<file path="src/rtl/core/ecgmab_serdiv.sv">
// bit-serial restoring divider, one quotient bit per cycle
`timescale 1ns / 1ps

module ecgmab_serdiv #(
    parameter int DIVIDEND_W = 24,
    parameter int DIVISOR_W  = 9,
    parameter int QUOT_W     = 16
) (
    input  logic                  clk,
    input  logic                  rst_n,
    input  logic                  start,
    input  logic [DIVIDEND_W-1:0] dividend,   // quotient must fit in QUOT_W bits
    input  logic [DIVISOR_W-1:0]  divisor,
    output logic                  last,       // final step happens at this edge
    output logic [QUOT_W-1:0]     quotient
);

    localparam int HIGH_W = DIVIDEND_W - QUOT_W;
    localparam int REM_W  = ((HIGH_W > DIVISOR_W) ? HIGH_W : DIVISOR_W) + 1;
    localparam int CNT_W  = $clog2(QUOT_W + 1);

    logic [REM_W-1:0]     rem_reg;
    logic [REM_W-1:0]     rem_next;
    logic [QUOT_W-1:0]    dq_reg;
    logic [QUOT_W-1:0]    dq_next;
    logic [DIVISOR_W-1:0] div_reg;
    logic [CNT_W-1:0]     cnt_reg;
    logic                 busy_reg;
    logic [REM_W-1:0]     trial;
    logic [REM_W:0]       diff;
    logic                 fits;

    // shift the next dividend bit into the partial remainder and try a subtract
    assign trial = {rem_reg[REM_W-2:0], dq_reg[QUOT_W-1]};
    assign diff  = {1'b0, trial} - (REM_W+1)'(div_reg);
    assign fits  = ~diff[REM_W];

    always_comb
    begin
        if (start)
        begin
            rem_next = REM_W'(dividend[DIVIDEND_W-1:QUOT_W]);
            dq_next  = dividend[QUOT_W-1:0];
        end
        else if (busy_reg)
        begin
            rem_next = fits ? diff[REM_W-1:0] : trial;
            dq_next  = {dq_reg[QUOT_W-2:0], fits};
        end
        else
        begin
            rem_next = rem_reg;
            dq_next  = dq_reg;
        end
    end

    always_ff @(posedge clk)
    begin
        rem_reg <= rem_next;
        dq_reg  <= dq_next;
        if (start)
        begin
            div_reg <= divisor;
        end
    end

    always_ff @(posedge clk or negedge rst_n)
    begin
        if (!rst_n)
        begin
            busy_reg <= 1'b0;
            cnt_reg  <= '0;
        end
        else if (start)
        begin
            busy_reg <= 1'b1;
            cnt_reg  <= CNT_W'(QUOT_W);
        end
        else if (busy_reg)
        begin
            cnt_reg <= cnt_reg - 1'b1;
            if (cnt_reg == CNT_W'(1))
            begin
                busy_reg <= 1'b0;
            end
        end
    end

    assign last     = busy_reg && (cnt_reg == CNT_W'(1));
    assign quotient = dq_reg;

endmodule

</file>
<file path="config.mk">
export PLATFORM = sky130hd
export DESIGN_NAME = ecgmab_serdiv
export DESIGN_NICKNAME = d
export VERILOG_FILES = /design/src/rtl/core/ecgmab_serdiv.sv
export SDC_FILE = /design/constraint.sdc
export NUM_CORES = 1
export LEC_CHECK = 0
export BUFFER_PORTS_ARGS = -buffer_cell sky130_fd_sc_hd__buf_2
export CAP_MARGIN = 25
export CORE_MARGIN = 2
export CORE_UTILIZATION = 45
export CTS_CLUSTER_DIAMETER = 100
export DETAILED_ROUTE_END_ITERATION = 10
export PLACE_DENSITY = 0.72
export SLEW_MARGIN = 0
export SYNTH_ARGS = -nofsm -noshare
export SYNTH_HDL_FRONTEND = slang
export SYNTH_SLANG_ARGS = --single-unit
</file>
<file path="constraint.sdc">
create_clock -name clk -period 2.4 [get_ports clk]
set_input_delay 0.6 -clock clk [delete_from_list [all_inputs] [get_ports clk]]
set_output_delay 0.6 -clock clk [all_outputs]
set_load 0.005 [all_outputs]
</file>
# After elaboration in Yosys (flattened, before gate mapping)

Index checks and enable logic that the tools add are counted.

Add/subtract/negate cells: 2
Multipliers: 0
Div/mod/pow operators: 0
Magnitude comparators: 0
Eq/ne operators: 1
Shifts and indexed selects: 0
Multiplexer cells: 10
Bitwise operators: 1
Reductions and logical operators: 2

Operators with widths:

| operator            | count |
|---|---|
| $mux 16             | 2 |
| $mux 8              | 2 |
| $sub 10x9->11       | 1 |
| $mux 5              | 2 |
| $mux 9              | 1 |
| $eq 5x1->1 const B  | 1 |
| $sub 5x1->5 const B | 1 |
| $mux 1              | 3 |
| $reduce_bool 2->1   | 1 |
| $logic_and 1x1->1   | 1 |
| $not 1->1           | 1 |

Flip-flop bits (word level): 40
Bits in latches: 0
RAM bits: 0
ROM bits: 0
Bits of input ports: 36
Logic and storage cells: 22
Memories kept: 0

# Logic depth before layout (Yosys ltp)

Gate-level depths: netlist of the first run.

Depth in word-level cells: 4
Mapped depth: 9

# Worst setup path after synthesis of the first run

Ideal clock, no wire load.

Kind: flip-flop to flip-flop
Start: register dq_reg[15] (netlist: quotient[15])
End: register rem_reg[0] (data pin)
Library setup time: 256 ps
Data arrival time: 2,081 ps
Required time: 2,144 ps
Slack: 62 ps
Stages on the path, launching flop included: 10
Period minus slack after synthesis: 2,338 ps
Cells stage by stage: edfxtp_1 -> inv_1 -> ha_1 -> fa_1 -> nand2b_1 -> a211oi_2 -> a221o_2 -> buf_2 -> nand2_1 -> a22o_1

Cells in the longest elaborated chain, start to end: 4

Ends and longest elaborated chain:

| item                   | line | RTL |
|---|---|---|
| from (decl)            | 24   | `logic [QUOT_W-1:0] dq_reg;` |
| from (signal assigned) | 60   | `dq_reg <= dq_next;` |
| $sub 10x9->11          | 35   | `assign diff = {1'b0, trial} - (REM_W+1)'(div_reg);` |
| $mux 9 *               | 47   | `rem_next = fits ? diff[REM_W-1:0] : trial;` |
| $mux 8 *               | 45   | `else if (busy_reg)` |
| $mux 8 *               | 40   | `if (start)` |
| net rem_next[0]        | 23   | `logic [REM_W-1:0] rem_next;` |
| to (signal assigned)   | 59   | `rem_reg <= rem_next;` |
| to (decl)              | 22   | `logic [REM_W-1:0] rem_reg;` |

Mark *: on every way through the listed nets, which the timed path passes. The rest lies on a longest branch. The select of a mux whose other input is x is not followed.
A chain may end at the register's enable or synchronous reset.

# Worst setup path in the final report of the first run

Start: register rem_reg[4]
End: register rem_reg[5] (data pin)

Cells in the longest elaborated chain, start to end: 4

Ends and longest elaborated chain:

| item            | line |
|---|---|
| $sub 10x9->11   | 35 |
| $mux 9 *        | 47 |
| $mux 8 *        | 45 |
| $mux 8 *        | 40 |
| net rem_next[5] | 23 |

Marks and branches as above.

==> results.md, run 1 <==
- Fin crit share: 0.9360
- DIE AREA: 0.005404 mm²
- Comb pwr share: 0.441
- Initial antenna violation count: 0
- Final Hold Viols: 0
- H-tree depth: 2
- PD cells: 1024 mW/mm²
- Post-layout util: 0.5680
- Unrepaired setup endpoints after global routing: no
- Clock sinks: 40
- Crit path max fanout: 5
- Layout Skew: 0.004741 ns
- Sw Pwr: 0.9635 mW
- Syn nets: 221
- Buf/Inv on CP: 0
- Final nets: 283
- Slowest cell delay on critical path: 0.41 ns
- Crit Path Category: reg2reg
- Post-DP Area: 0.002517 mm²
- Diode count: 0
- #FFs+latches synth: 40
- GRT Util Overall: 0.1711
- Sequential fraction of the synthesis area: 0.5339
- Post-synthesis to final-layout area growth: 22.55%
- Post-synth top cells: edfxtp_1 (33), inv_1 (16), mux2_2 (16)
- Most common cell in the netlist: edfxtp_1
- Sequential share of power: 0.391
- IO Port Bufs: 52
- Ranking of synthesized cells by area: edfxtp_1 (46%), mux2_2 (8.3%), dfrtp_1 (6.9%), ha_1 (6.3%), inv_1 (2.8%)
- Cell total after placement: 279
- Tot Pwr: 2.728 mW
- Avg Vias per Cell: 5.448
- DPL Wire Length: 3044 µm
- Synth Warn #: 0
- Primary FF master, synth: edfxtp_1
- EDFF count, synth: 33
- Crit path max-delay cell type: a221oi_4
- # rows: 25
- Vert. Die Dim: 73.52 µm
- M2 GR Usage: 0.2619
- Area of the core: 0.004692 mm²
- Switching part of the total power: 0.3531
- Final WS setup: 0.1537 ns
- Clk root buf: clkbuf_8
- Worst relative slew slack: 0.6826
- Clock insertion delay at the later pin of the skew report: 0.29 ns
- Post-Syn Area: 0.002175 mm²
- VDD IR max: 0.0005920 V
- Top-area cell type share of the netlist area: 0.4557
- Global route total overflow: 0
- DRT Pass-1 Iters: 4
- DRC violations left: 0
- Int Pwr: 1.765 mW
- Clock power frac: 0.168
- Worst-case clock buffer depth: 2
- Gpl congestion: 0.8618
- DR iter-0 viols: 126
- Crit start category: flop
- Critical Path RT: 2.44 ns
- Cells after synthesis: 173
- Asr flop ratio synth: 0.1500
- Ratio of cells with drive above 1 in the final layout: 0.4237
- Worst slew pin tran: 0.4761 ns
- Largest net degree at the start of global routing: 27
- Filler cell count: 399
- Post-synthesis cell type count: 45
- CTS tree: done
- Outcome: finished clean
- Delay-heaviest family, CP: compound AO/OA/AOI/OAI gates
- Met1 GRT Util: 0.2349
- Antenna-violating nets left: 0
- CP Capture Type: flop
- Max-slew violation count: 0
- Horiz. Die Dim: 73.52 µm
- Non-Filler Instances: 290
- Num CTS Buffers: 5
- Setup violators final: 0
- Worst-path clk slew: 0.08 ns
- IO Pins: 53
- Vias in the first global route: 1,519
- Largest register FFs: 16
- Cell area after layout: 0.002665 mm²
- Setup TNS: 0 ns
- Leak pwr: 1.179 nW
- Hold Slack: 0.1217 ns
- Yosys top cell by area: edfxtp_1
- Min Tclk post-route: 2.246 ns
- CP cell instances: ha_1 -> a21o_1 -> a31o_4 -> a221oi_4 -> a211oi_2 -> a311o_1
- Initial Utilization: 0.4635
- WP data arrival: 2.29 ns
- Dpl ws: 0.04883 ns
- Fmax: 445.2 MHz
- Met3 GRT Util: 0.04527
- Syn Area/Cell: 12.57 µm²
- Max Cap Viol: 0
- Routed wire length: 4378 µm
- Busiest layer in global routing: met2
- First-pass GRT wire length: 6969 µm
- Hold Path Class: in2async
- Vias: 1,580
- Drt wl/cell: 15.10 µm
-- layer usage --
| layer | up-vias | part of all wire |
|---|---|---|
| li1 | 770 | - |
| met1 | 746 | 0.44 |
| met2 | 58 | 0.48 |
| met3 | 6 | 0.069 |
| met4 | 0 | 0.014 |
| met5 | - | 0 |
-- cell type report --
type	instances	area (µm²)	area share
clock buffers	7	86.33	0.03239
clock inverters	1	7.507	0.002817
inverters	16	60.06	0.02254
multi-input cells	111	942.2	0.3535
flip-flops and latches	40	1161	0.4357
well taps	54	67.56	0.02535
repair buffers	61	340.3	0.1277
-- path summary, 6_finish.rpt --
check / from / endpoint / slack (ns) / cells past startpoint
hold reg to reg: cnt_reg[4] / cnt_reg[4] / 0.54 / 2
max in group asynchronous: rst_n / cnt_reg[4] / 2.13 / 1
hold / removal: rst_n / cnt_reg[0] / 0.12 / 1
min in group clk: divisor[0] / div_reg[0] / 0.48 / 1
setup / recovery: rem_reg[4] / rem_reg[5] / 0.15 / 6
setup reg to reg: rem_reg[4] / rem_reg[5] / 0.15 / 6
-- layout by cell type, fill, tap and decap left out, types with 3 or more instances in the layout --
cell	n
a21o_1	4
a21oi_1	7
a2bb2oi_1	4
a31oi_1	3
buf_2	52
buf_4	8
clkbuf_8	6
dfrtp_1	6
edfxtp_1	33
ha_1	11
inv_1	16
mux2_2	16
nand2_1	6
nand3_1	4
nor2_1	11
o21ai_0	4
xnor2_1	3
xor2_1	3
-- power by group through the flow --
stage | Clock, mW | Sequential (mW) | Combinational [mW]
6_report | 0.460 | 1.07 | 1.20
5_1_grt | 0.498 | 1.09 | 1.33
4_1_cts | 0.473 | 1.06 | 1.09
3_5_place_dp | 0 | 1.07 | 1.09
3_3_place_gp | 0 | 1.07 | 1.07
2_1_floorplan | 0 | 1.06 | 0.826
-- logic make-up after synthesis --
family	synth area share
adder cells (fa/ha/maj)	0.07250
XOR/XNOR	0.02417
multiplexers	0.08285
buffers and inverters	0.05063
AND/OR/NAND/NOR	0.08171
flip-flops	0.5339
AO/OA/AOI/OAI	0.1542
-- repair_timing --
action	4_1_cts	5_1_grt
setup endpoints to repair	0	9
hold buffers	0	0
setup buffers	0	2
gates resized for setup	0	6
Note: power is estimated with default switching activity, not from simulation.
==> inputs of run 2 (changes only) <==
Settings changed: CORE_MARGIN 2 to 3.
==> results.md, run 2 (synthesized netlist as in run 1, its figures left out) <==
- Layout Skew: 0.007252 ns
- CP Capture Type: flop
- Clock insertion delay at the later pin of the skew report: 0.30 ns
- Global route total overflow: 0
- Max Cap Viol: 0
- Ratio of cells with drive above 1 in the final layout: 0.4370
- GRT Util Overall: 0.1693
- # rows: 24
- H-tree depth: 2
- DRT Pass-1 Iters: 4
- DRC violations left: 0
- Clock sinks: 40
- Critical Path RT: 2.46 ns
- Post-layout util: 0.5903
- Non-Filler Instances: 290
- Setup violators final: 0
- Hold Slack: 0.1127 ns
- Gpl congestion: 0.8350
- Initial antenna violation count: 0
- Leak pwr: 1.175 nW
- Largest register FFs: 16
- Area of the core: 0.004504 mm²
- Unrepaired setup endpoints after global routing: no
- CTS tree: done
- First-pass GRT wire length: 7155 µm
- Clk root buf: clkbuf_8
- Tot Pwr: 2.740 mW
- IO Pins: 53
- DR iter-0 viols: 78
- Setup TNS: 0 ns
- Outcome: finished clean
- Worst-case clock buffer depth: 2
- Most frequent cells in the layout: buf_2 (52), edfxtp_1 (33), mux2_2 (16)
- Diode count: 0
- Vias in the first global route: 1,591
- VDD IR max: 0.0005316 V
- Initial Utilization: 0.4828
- Worst relative slew slack: 0.6504
- Routed wire length: 4499 µm
- DPL Wire Length: 3166 µm
- Max-slew violation count: 0
- Filler cell count: 393
- Worst-path clk slew: 0.09 ns
- Avg Vias per Cell: 5.469
- Post-synthesis to final-layout area growth: 22.27%
- Final nets: 285
- Fmax: 435.2 MHz
- Horiz. Die Dim: 75.52 µm
- Largest net degree at the start of global routing: 23
- WP data arrival: 2.36 ns
- Final Hold Viols: 0
- Antenna-violating nets left: 0
- Min Tclk post-route: 2.298 ns
- DIE AREA: 0.005703 mm²
- Hold Path Class: in2async
- Vert. Die Dim: 75.52 µm
- Num CTS Buffers: 5
- Cell total after placement: 278
- Drt wl/cell: 15.51 µm
- Crit start category: flop
- Worst slew pin tran: 0.5244 ns
- Hold-fix buffers, CTS: 0
- Vias: 1,586
- Crit path max fanout: 5
- Fin crit share: 0.9575
- Crit Path Category: reg2reg
- PD cells: 1030 mW/mm²
- IO Port Bufs: 52
- Commonest non-fill, non-tap cell in the layout: buf_2
[run 2: changes by cell type in the layout (fill, tap and decap cells not counted), sizes merged]
cell and delta:
clkbuf -2, clkinv +1, clkinvlp +1, buf +2
[run 2: path summary, 6_finish.rpt]
path | startpoint | end | slack [ns] | cells after the start
min in group clk | divisor[7] | div_reg[7] | 0.47 | 1
worst max-delay path | quotient[15] | rem_reg[5] | 0.10 | 9
worst min-delay path | rst_n | busy_reg | 0.11 | 1
max in group asynchronous | rst_n | cnt_reg[3] | 2.15 | 1
worst max register to register | quotient[15] | rem_reg[5] | 0.10 | 9
worst min register to register | cnt_reg[4] | cnt_reg[4] | 0.55 | 2
[run 2: per-layer routing]
layer  part of all wire  global-route usage
met1               0.45              0.2205
met2               0.45              0.2608
met3              0.069             0.04354
met4              0.022             0.08738
met5                  0                   0
[run 2: per-stage QoR]
| step | instance area, µm² | setup WS [ns] |
|---|---|---|
| after global routing | 2659 | 0.01700 |
| after floorplan | 2175 | 0.06217 |
| after CTS | 2605 | 0.02344 |
| final | 2659 | 0.1020 |
| after global placement | 2510 | 0.09341 |
| after detailed placement | 2510 | 0.001843 |
[run 2: final cells by class]
| type | count | area, µm² | share of cell area |
|---|---|---|---|
| Clock buffer | 5 | 68.82 | 0.02588 |
| Sequential cell | 40 | 1161 | 0.4367 |
| Clock inverter | 3 | 18.77 | 0.007059 |
| Inverter | 16 | 60.06 | 0.02259 |
| Multi-Input combinational cell | 111 | 942.2 | 0.3544 |
| Tap cell | 52 | 65.06 | 0.02447 |
| Timing Repair Buffer | 63 | 342.8 | 0.1289 |
[run 2: timing repair]
action / 4_1_cts / 5_1_grt
endpoints found under the setup margin: 3 / 8
resized for setup: 1 / 6
pin swaps: 1 / 4
setup buffers: 0 / 3
cloned: 0 / 1
[run 2: power by group]
group / internal [mW] / total, mW / switching, mW
Clock: 0.201 / 0.451 / 0.250
Combinational: 0.584 / 1.22 / 0.636
Sequential: 0.958 / 1.07 / 0.110
Total: 1.74 / 2.74 / 0.996
[run 2: critical path, cell delays in order (launching register included)]
cell,delay (ns)
edfxtp_1,0.41
inv_2,0.08
ha_2,0.19
fa_2,0.22
nand2b_4,0.15
a211oi_4,0.08
buf_4,0.16
a221oi_4,0.39
a211oi_2,0.06
a311o_1,0.32
==> inputs of run 3 (changes only) <==
Settings changed: RECOVER_POWER set to 50.
==> results.md, run 3 (synthesized netlist as in run 1, its figures left out) <==
- Clock sinks: 40
- Gpl congestion: 0.8350
- Post-layout util: 0.5889
- Diode count: 0
- Worst-path clk slew: 0.08 ns
- Worst-case clock buffer depth: 2
- Hold Path Class: in2async
- CP Capture Type: flop
- Setup violators final: 0
- Global route total overflow: 0
- Vias: 1,582
- GRT Util Overall: 0.1693
- Comb pwr share: 0.445
- Horiz. Die Dim: 75.52 µm
- Initial antenna violation count: 0
- Outcome: finished clean
- Final nets: 285
- Fin crit share: 0.9682
- Hold-fix buffers, CTS: 0
- Dpl ws: 0.001843 ns
- Leak pwr: 1.166 nW
- Crit path max fanout: 5
- Clk root buf: clkbuf_8
- DRC violations left: 0
- Largest register FFs: 16
- Largest net degree at the start of global routing: 23
- Sequential share of power: 0.390
- Antenna-violating nets left: 0
- Crit Path Category: reg2reg
- PD cells: 1032 mW/mm²
- H-tree depth: 2
- Vias in the first global route: 1,591
- Most frequent cells in the layout: buf_2 (50), edfxtp_1 (33), mux2_2 (16)
- Commonest non-fill, non-tap cell in the layout: buf_2
- Post-synthesis to final-layout area growth: 21.98%
- Fmax: 430.3 MHz
- WP data arrival: 2.38 ns
- Switching part of the total power: 0.3636
- Ratio of cells with drive above 1 in the final layout: 0.4202
- IO Pins: 53
- Final WS setup: 0.07628 ns
- Routed wire length: 4490 µm
- Avg Vias per Cell: 5.455
- CTS tree: done
- Worst relative slew slack: 0.2328
- DRT Pass-1 Iters: 4
- Setup TNS: 0 ns
- Int Pwr: 1.742 mW
- Clock insertion delay at the later pin of the skew report: 0.30 ns
- IO Port Bufs: 52
- Layout Skew: 0.007427 ns
- DPL Wire Length: 3166 µm
- DR iter-0 viols: 78
- Sw Pwr: 0.9950 mW
- Unrepaired setup endpoints after global routing: no
- Final Hold Viols: 0
- VDD IR max: 0.0005314 V
- Worst slew pin tran: 1.151 ns
- Max-slew violation count: 0
- Vert. Die Dim: 75.52 µm
- # rows: 24
- Min Tclk post-route: 2.324 ns
- Critical Path RT: 2.45 ns
- Initial Utilization: 0.4828
- Drt wl/cell: 15.48 µm
- Area of the core: 0.004504 mm²
- First-pass GRT wire length: 7155 µm
- Clock power frac: 0.166
- Num CTS Buffers: 5
- Crit start category: flop
- Max Cap Viol: 0
- DIE AREA: 0.005703 mm²
-- run 3: changes by cell type in the layout (fill, tap and decap cells not counted) --
| cell | previous run | this run |
|---|---|---|
| buf_2 | 52 | 50 |
| clkbuf_1 | 0 | 3 |
| buf_4 | 11 | 10 |
| inv_2 | 2 | 1 |
| inv_1 | 14 | 15 |
-- run 3: what timing repair did --
| item | CTS | global route |
|---|---|---|
| pin swaps | 1 | 4 |
| resized for setup | 1 | 6 |
| setup buffers | 0 | 3 |
| endpoints found under the setup margin | 3 | 8 |
| cloned | 0 | 1 |
-- run 3: stage by stage --
stage | instances | power [mW] | hold WS, ns | cell area [µm²]
finish | 290 | 2.737 | 0.1630 | 2653
global route | 290 | 2.940 | 0.1899 | 2653
CTS | 286 | 2.644 | 0.1150 | 2605
detailed placement | 278 | 2.174 | 0.4312 | 2510
global placement | 278 | 2.148 | 0.4324 | 2510
floorplan | 173 | 1.881 | 0.3044 | 2175
-- run 3: area by class of cell --
class	count	area [µm²]
clock buffer	5	68.82
tap	52	65.06
clock inverter	3	18.77
sequential	40	1161
fill	396	1852
timing repair buffer	63	336.6
inverter	16	60.06
multi-input combinational	111	942.2
-- run 3: final timing paths --
path | end | depth (start not counted) | slack (ns) | from
min in group clk | div_reg[7] | 1 | 0.47 | divisor[7]
worst max register to register | rem_reg[0] | 9 | 0.08 | quotient[15]
max in group asynchronous | cnt_reg[3] | 1 | 2.00 | rst_n
worst min-delay path | busy_reg | 1 | 0.16 | rst_n
worst min register to register | cnt_reg[4] | 2 | 0.55 | cnt_reg[4]
worst max-delay path | rem_reg[0] | 9 | 0.08 | quotient[15]
-- run 3: per-layer routing --
metal	global-route usage	wire [µm]	share of wire	up-vias
met5	0	0	0	-
met4	0.08738	139	0.031	0
met3	0.04354	316	0.070	13
met2	0.2608	2015	0.45	56
met1	0.2205	2019	0.45	741
li1	-	-	-	772
-- run 3: worst max-delay path: stages (launching register included) --
cell and delay, ns:
edfxtp_1 0.41, inv_2 0.08, ha_2 0.19, fa_2 0.21, nand2b_4 0.15, a211oi_4 0.08
buf_4 0.16, a221oi_4 0.40, a21oi_1 0.14, a22o_1 0.26
-- run 3: power groups by stage --
stage | clock (mW) | combinational (mW) | sequential, mW
after CTS | 0.458 | 1.12 | 1.06
after floorplan | 0 | 0.826 | 1.06
after detailed placement | 0 | 1.10 | 1.07
after global routing | 0.498 | 1.35 | 1.09
final | 0.453 | 1.22 | 1.07
after global placement | 0 | 1.08 | 1.07
